**config.mk**
```make
export PLATFORM = sky130hd
export DESIGN_NAME = vplt_ctrl
export DESIGN_NICKNAME = d
export VERILOG_FILES = /design/src/hw/rtl/vplt_pkg.sv /design/src/hw/rtl/vplt_ctrl.sv
export SDC_FILE = /design/constraint.sdc
export NUM_CORES = 1
export LEC_CHECK = 0
export ABC_CLOCK_PERIOD_IN_PS = 2000
export BUFFER_PORTS_ARGS = -buffer_cell sky130_fd_sc_hd__buf_4
export CAP_MARGIN = 20
export CORE_MARGIN = 2
export CORE_UTILIZATION = 25
export DETAILED_ROUTE_END_ITERATION = 10
export PLACE_DENSITY = 0.4
export SLEW_MARGIN = 5
export SYNTH_ARGS = -nofsm -noshare
export SYNTH_HDL_FRONTEND = slang
export SYNTH_SLANG_ARGS = --single-unit
export TNS_END_PERCENT = 50
```
**constraint.sdc**
```tcl
create_clock -name clk_i -period 2 [get_ports clk_i]
set_input_delay 0 -clock clk_i [delete_from_list [all_inputs] [get_ports clk_i]]
set_output_delay 0 -clock clk_i [all_outputs]
set_load 0.05 [all_outputs]
```
**src/hw/rtl/vplt_pkg.sv**
```systemverilog
package vplt_pkg;

  localparam int FRAC_BITS  = 16;
  localparam int TIME_W     = 63;
  localparam int GRID_W     = 64;
  localparam int PER_W      = 48;
  localparam int NUM_W      = 80;
  localparam int DEN_W      = 54;
  localparam int QUOT_W     = 54;
  localparam int LEN_W      = 7;
  localparam int CFG_IDX_W  = 3;
  localparam int CFG_DATA_W = 32;

  localparam logic [LEN_W-1:0] DIV_LEN_SHORT = 7'd54;
  localparam logic [LEN_W-1:0] DIV_LEN_SNAP  = 7'd80;

  localparam logic [1:0] OP_PRESENT = 2'd0;
  localparam logic [1:0] OP_RESET   = 2'd2;

  localparam logic [CFG_IDX_W-1:0] CFG_NOMINAL   = 3'd0;
  localparam logic [CFG_IDX_W-1:0] CFG_RESYNC    = 3'd1;
  localparam logic [CFG_IDX_W-1:0] CFG_PH_GAIN   = 3'd2;
  localparam logic [CFG_IDX_W-1:0] CFG_PR_GAIN   = 3'd3;
  localparam logic [CFG_IDX_W-1:0] CFG_TOL       = 3'd4;
  localparam logic [CFG_IDX_W-1:0] CFG_WIN_FRAC  = 3'd5;
  localparam logic [CFG_IDX_W-1:0] CFG_WIN_FLOOR = 3'd6;

  localparam logic [29:0] NOMINAL_RST   = 30'd16666667;
  localparam logic [31:0] RESYNC_RST    = 32'd250000000;
  localparam logic [15:0] PH_GAIN_RST   = 16'd6554;
  localparam logic [15:0] PR_GAIN_RST   = 16'd655;
  localparam logic [15:0] TOL_RST       = 16'd3277;
  localparam logic [15:0] WIN_FRAC_RST  = 16'd3277;
  localparam logic [26:0] WIN_FLOOR_RST = 27'd1000000;

  typedef struct packed {
    logic [1:0]        opcode;
    logic [TIME_W-1:0] time_ns;
  } in_item_t;

  typedef struct packed {
    logic              locked;
    logic [7:0]        lock_score;
    logic [30:0]       period_ns;
    logic [TIME_W-1:0] grid_ns;
    logic              resynced;
  } out_item_t;

  typedef enum logic [4:0] {
    STEP_NONE,
    STEP_LOAD,
    STEP_CLASS,
    STEP_MUL_NT,
    STEP_BOUNDS,
    STEP_DIV1,
    STEP_ERR,
    STEP_MUL_PH,
    STEP_GRID,
    STEP_MUL_PR,
    STEP_DIV2,
    STEP_PERIOD,
    STEP_MUL_WIN,
    STEP_SCORE,
    STEP_SNAP,
    STEP_SNAP_E,
    STEP_OUT
  } step_e;

  typedef enum logic [4:0] {
    ST_IDLE,
    ST_CLASS,
    ST_MUL_NT,
    ST_BOUNDS,
    ST_DIV1,
    ST_DIV1_WAIT,
    ST_ERR,
    ST_MUL_PH,
    ST_GRID,
    ST_MUL_PR,
    ST_DIV2,
    ST_DIV2_WAIT,
    ST_PERIOD,
    ST_MUL_WIN,
    ST_SCORE,
    ST_SNAP,
    ST_SNAP_WAIT,
    ST_SNAP_E,
    ST_DONE
  } state_e;

  typedef struct packed {
    logic track;
    logic n_zero;
    logic div_busy;
  } status_t;

endpackage

```
**src/hw/rtl/vplt_ctrl.sv**
```systemverilog
module vplt_ctrl (
  input  logic              clk_i,
  input  logic              rst_ni,
  input  logic              in_valid_i,
  output logic              in_ready_o,
  output logic              out_valid_o,
  input  logic              out_ready_i,
  input  vplt_pkg::status_t status_i,
  output vplt_pkg::step_e   step_o
);
  import vplt_pkg::*;

  state_e state_q, state_d;
  logic   out_valid_q, out_valid_d;
  logic   slot_free;

  assign slot_free = !out_valid_q || out_ready_i;

  always_comb begin
    state_d = state_q;
    case (state_q)
      ST_IDLE:      if (in_valid_i) state_d = ST_CLASS;
      ST_CLASS:     state_d = status_i.track ? ST_MUL_NT : ST_SNAP;
      ST_MUL_NT:    state_d = ST_BOUNDS;
      ST_BOUNDS:    state_d = ST_DIV1;
      ST_DIV1:      state_d = ST_DIV1_WAIT;
      ST_DIV1_WAIT: if (!status_i.div_busy) state_d = ST_ERR;
      ST_ERR:       state_d = status_i.n_zero ? ST_SNAP : ST_MUL_PH;
      ST_MUL_PH:    state_d = ST_GRID;
      ST_GRID:      state_d = ST_MUL_PR;
      ST_MUL_PR:    state_d = ST_DIV2;
      ST_DIV2:      state_d = ST_DIV2_WAIT;
      ST_DIV2_WAIT: if (!status_i.div_busy) state_d = ST_PERIOD;
      ST_PERIOD:    state_d = ST_MUL_WIN;
      ST_MUL_WIN:   state_d = ST_SCORE;
      ST_SCORE:     state_d = ST_SNAP;
      ST_SNAP:      state_d = ST_SNAP_WAIT;
      ST_SNAP_WAIT: if (!status_i.div_busy) state_d = ST_SNAP_E;
      ST_SNAP_E:    state_d = ST_DONE;
      ST_DONE:      if (slot_free) state_d = ST_IDLE;
      default:      state_d = ST_IDLE;
    endcase
  end

  always_comb begin
    step_o = STEP_NONE;
    case (state_q)
      ST_IDLE:    if (in_valid_i) step_o = STEP_LOAD;
      ST_CLASS:   step_o = STEP_CLASS;
      ST_MUL_NT:  step_o = STEP_MUL_NT;
      ST_BOUNDS:  step_o = STEP_BOUNDS;
      ST_DIV1:    step_o = STEP_DIV1;
      ST_ERR:     step_o = STEP_ERR;
      ST_MUL_PH:  step_o = STEP_MUL_PH;
      ST_GRID:    step_o = STEP_GRID;
      ST_MUL_PR:  step_o = STEP_MUL_PR;
      ST_DIV2:    step_o = STEP_DIV2;
      ST_PERIOD:  step_o = STEP_PERIOD;
      ST_MUL_WIN: step_o = STEP_MUL_WIN;
      ST_SCORE:   step_o = STEP_SCORE;
      ST_SNAP:    step_o = STEP_SNAP;
      ST_SNAP_E:  step_o = STEP_SNAP_E;
      ST_DONE:    if (slot_free) step_o = STEP_OUT;
      default:    step_o = STEP_NONE;
    endcase
  end

  // The result register frees the input side while a result waits.
  assign out_valid_d = (out_valid_q && !out_ready_i) || (state_q == ST_DONE && slot_free);

  always_ff @(posedge clk_i or negedge rst_ni) begin
    if (!rst_ni) begin
      state_q     <= ST_IDLE;
      out_valid_q <= 1'b0;
    end else begin
      state_q     <= state_d;
      out_valid_q <= out_valid_d;
    end
  end

  assign in_ready_o  = state_q == ST_IDLE;
  assign out_valid_o = out_valid_q;

endmodule

```
==> impl_metrics.py <==
metrics = {
    "grt": {
        "antenna_found_initial": 0,
        "overflow": 0,
        "grt_pass1_vias": 574,
        "grt_pass1_wl_microns": 2700,
        "gr-usage-all-layers_pct": 13.8,
        "grt_max_degree": 20,
    },
    "drt": {
        "vias": 595,
        "first_pass_iters": 4,
        "drt_iter0_drc": 10,
        "drt_wl_total_microns": 1480,
        "wl_per_cell_microns": 12.6,
        "drc_errors": 0,
        "vias_per_cell": 5.09,
        "ant_nets": 0,
    },
    "final_layout": {
        "nNetsFinal": 98,
        "diodes": 0,
        "area_delta_synth_final_pct": 27.4,
        "drive_gt1_share_pct": 27.0,
        "instances_no_fill": 117,
    },
    "logic_synthesis": {
        "synth_edf_count": 0,
        "ys_ff_latch": 6,
        "synth_area_leaders": "dfrtp_1, o21ai_0, nand2_1",
        "synth_cell_types": 34,
        "synth_flop_cell": "dfrtp_1",
        "yosysWarnings": 0,
        "synth_top_area_share_pct": 26.1,
        "async_reset_ff_share_pct": 100,
        "syn_area_per_cell_sq_um": 7.57,
        "netlist_instances": 76,
        "yosysTopAreaCell": "dfrtp_1",
        "synth_seq_area_share_pct": 26.1,
        "syn_nets": 83,
        "syn_area_sq_um": 576,
    },
    "hold_path": {
        "hold_class": "input port to flop",
    },
    "sta": {
        "finalCritPeriodShare_pct": 90.0,
        "fin_setup_tns_ns": 0,
        "hold_viol_final": 0,
        "setup_violations": 0,
        "setup_slack_ns": 0.200,
        "fin_worst_skew_ns": 0.00779,
        "max_freq_mhz": 555,
        "period_needed_ns": 1.80,
        "rsz0062_at_grt": "false",
        "report.final.slew_viol_count": 0,
        "slew_headroom_pct": 69.2,
        "hold_ws_ns": 0.0848,
        "worst_pin_slew_ns": 0.462,
    },
    "clock_network": {
        "h-tree-depth": 1,
        "cts_max_path_buffers": 2,
        "cts-buffers-inserted": 3,
        "clk_latency_ns": 0.24,
        "post_cts_buffers": 0,
        "cts_sinks": 6,
        "cts_tree": "done",
        "cts-root-buf": "clkbuf_4",
        "path_clk_slew_ns": 0.05,
    },
    "placement": {
        "dp_slack_ns": 0.307,
        "dp_cells": 113,
        "place_hpwl_microns": 1090,
        "gp_congestion": 0.668,
        "io_buffer_count": 13,
    },
    "setup_path": {
        "crit_family": "simple AND/OR/NAND/NOR gates",
        "path_cells": "nor3b_1 > nand3b_1 > nor2_1 > buf_4",
        "cp.buffers_inverters": 1,
        "cp.arrival_ns": 1.80,
        "crit_required_ns": 2.00,
        "end_kind": "primary output",
        "cpPeakStageDelay_ns": 0.54,
        "startpoint_type": "flop",
        "critPathMaxFanout": 17,
        "path_class": "flop to primary output",
        "slowest_stage": "dfrtp_1",
    },
    "flow_run": {
        "cap_violations": 0,
    },
    "floorplanning": {
        "start_util_pct": 26.3,
        "chipWidth_microns": 52.0,
        "ios": 14,
        "core_area_sq_um": 2190,
        "die-area_sq_um": 2700,
        "rows": 17,
        "die_h_microns": 52.0,
    },
    "status": {
        "outcome": "finished clean",
    },
}
[per-stage QoR]
stage / instance area (sq um) / utilization (%)
CTS: 732 / 33.4
floorplan: 576 / -
detailed placement: 699 / 31.9
global placement: 699 / 31.9
global route: 733 / 33.5
finish: 733 / 33.5
[path summary, 6_finish.rpt]
path / from / endpoint / slack [ns] / cells past startpoint
worst max-delay path: state_q[3]$_DFFE_PN0P_ / step_o[4] / 0.20 / 4
worst min-delay path: out_ready_i / out_valid_o$_DFF_PN0_ / 0.08 / 3
worst min register to register: out_valid_o$_DFF_PN0_ / out_valid_o$_DFF_PN0_ / 0.58 / 2
max in group asynchronous: rst_ni / state_q[0]$_DFFE_PN0P_ / 1.77 / 2
worst max register to register: state_q[3]$_DFFE_PN0P_ / state_q[2]$_DFFE_PN0P_ / 0.27 / 4
min in group asynchronous: rst_ni / out_valid_o$_DFF_PN0_ / 0.10 / 2
[sequential cells by signal (all words and copies together) (netlist names)]
register     cells
state_q          5
out_valid_o      1
[layout by cell type (no fill, tap or decap), drive strengths merged]
cell type    instances
nor4                 1
nor3b                2
o31ai                1
or2                  2
inv                  1
o21bai               1
or4                  1
a31oi                2
nor2b                4
o22a                 1
a211o                1
or3b                 1
o41a                 1
dfrtp                6
nand3b               2
a221oi               1
buf                 17
o2111ai              1
o22ai                2
o21ai                7
nand2                8
nor2                 5
mux2i                1
dlygate4sd3          1
o211a                1
nor3                 1
nand2b               4
a32oi                1
clkbuf               3
xnor2                1
a21o                 2
a21oi                3
o21a                 2
nand4                1
[worst register-to-register path: stages, from the launching register on]
cell and delay, ns:
dfrtp_1 0.54, or3b_1 0.44, a211o_1 0.31, o211a_1 0.13
o22a_1 0.19
[Yosys cell counts (2+ instances only)]
cell,instances
a21o_1,2
a21oi_1,3
a31oi_1,2
buf_2,4
clkbuf_1,3
dfrtp_1,6
nand2_1,8
nand2b_1,4
nand3b_1,2
nor2_1,5
nor2b_1,4
nor3b_1,2
o21a_1,2
o21ai_0,7
o22ai_1,2
or2_2,2
[area by class of cell]
| type | count | area [sq um] |
|---|---|---|
| fill | 255 | 1460 |
| multi-input combinational | 61 | 383 |
| sequential | 6 | 151 |
| timing repair buffer | 18 | 138 |
| tap | 28 | 35.0 |
| clock buffer | 3 | 22.5 |
| inverter | 1 | 3.75 |
[what timing repair did]
action | in CTS | in global routing
gates resized for setup | 0 | 1
hold buffers | 1 | 0
endpoints found under the hold margin | 6 | 0
endpoints found under the setup margin | 0 | 1
[cell families (layout without fill, tap and decap cells)]
logic type                count (synthesis)  in the layout  synth area share, %
and+or+nand+nor                          32             32                 31.1
AOI/OAI and AO/OA                        27             27                 32.2
buffers and inverters                     9             22                 7.39
DFF                                       6              6                 26.1
xor gates and xnor gates                  1              1                 1.52
muxes                                     1              1                 1.74
[layer usage]
layer	track usage (%)	part of all wire (%)	vias up	wire [microns]
met2	20.0	46	9	675
met1	18.2	51	281	746
li1	-	-	303	-
met3	4.31	2.6	2	39
met4	6.58	0.81	0	12
met5	0	0	-	0
Power is left out: the tool's default activity adds up to more than one toggle a clock period on the data nets, which glitch-free logic cannot reach.
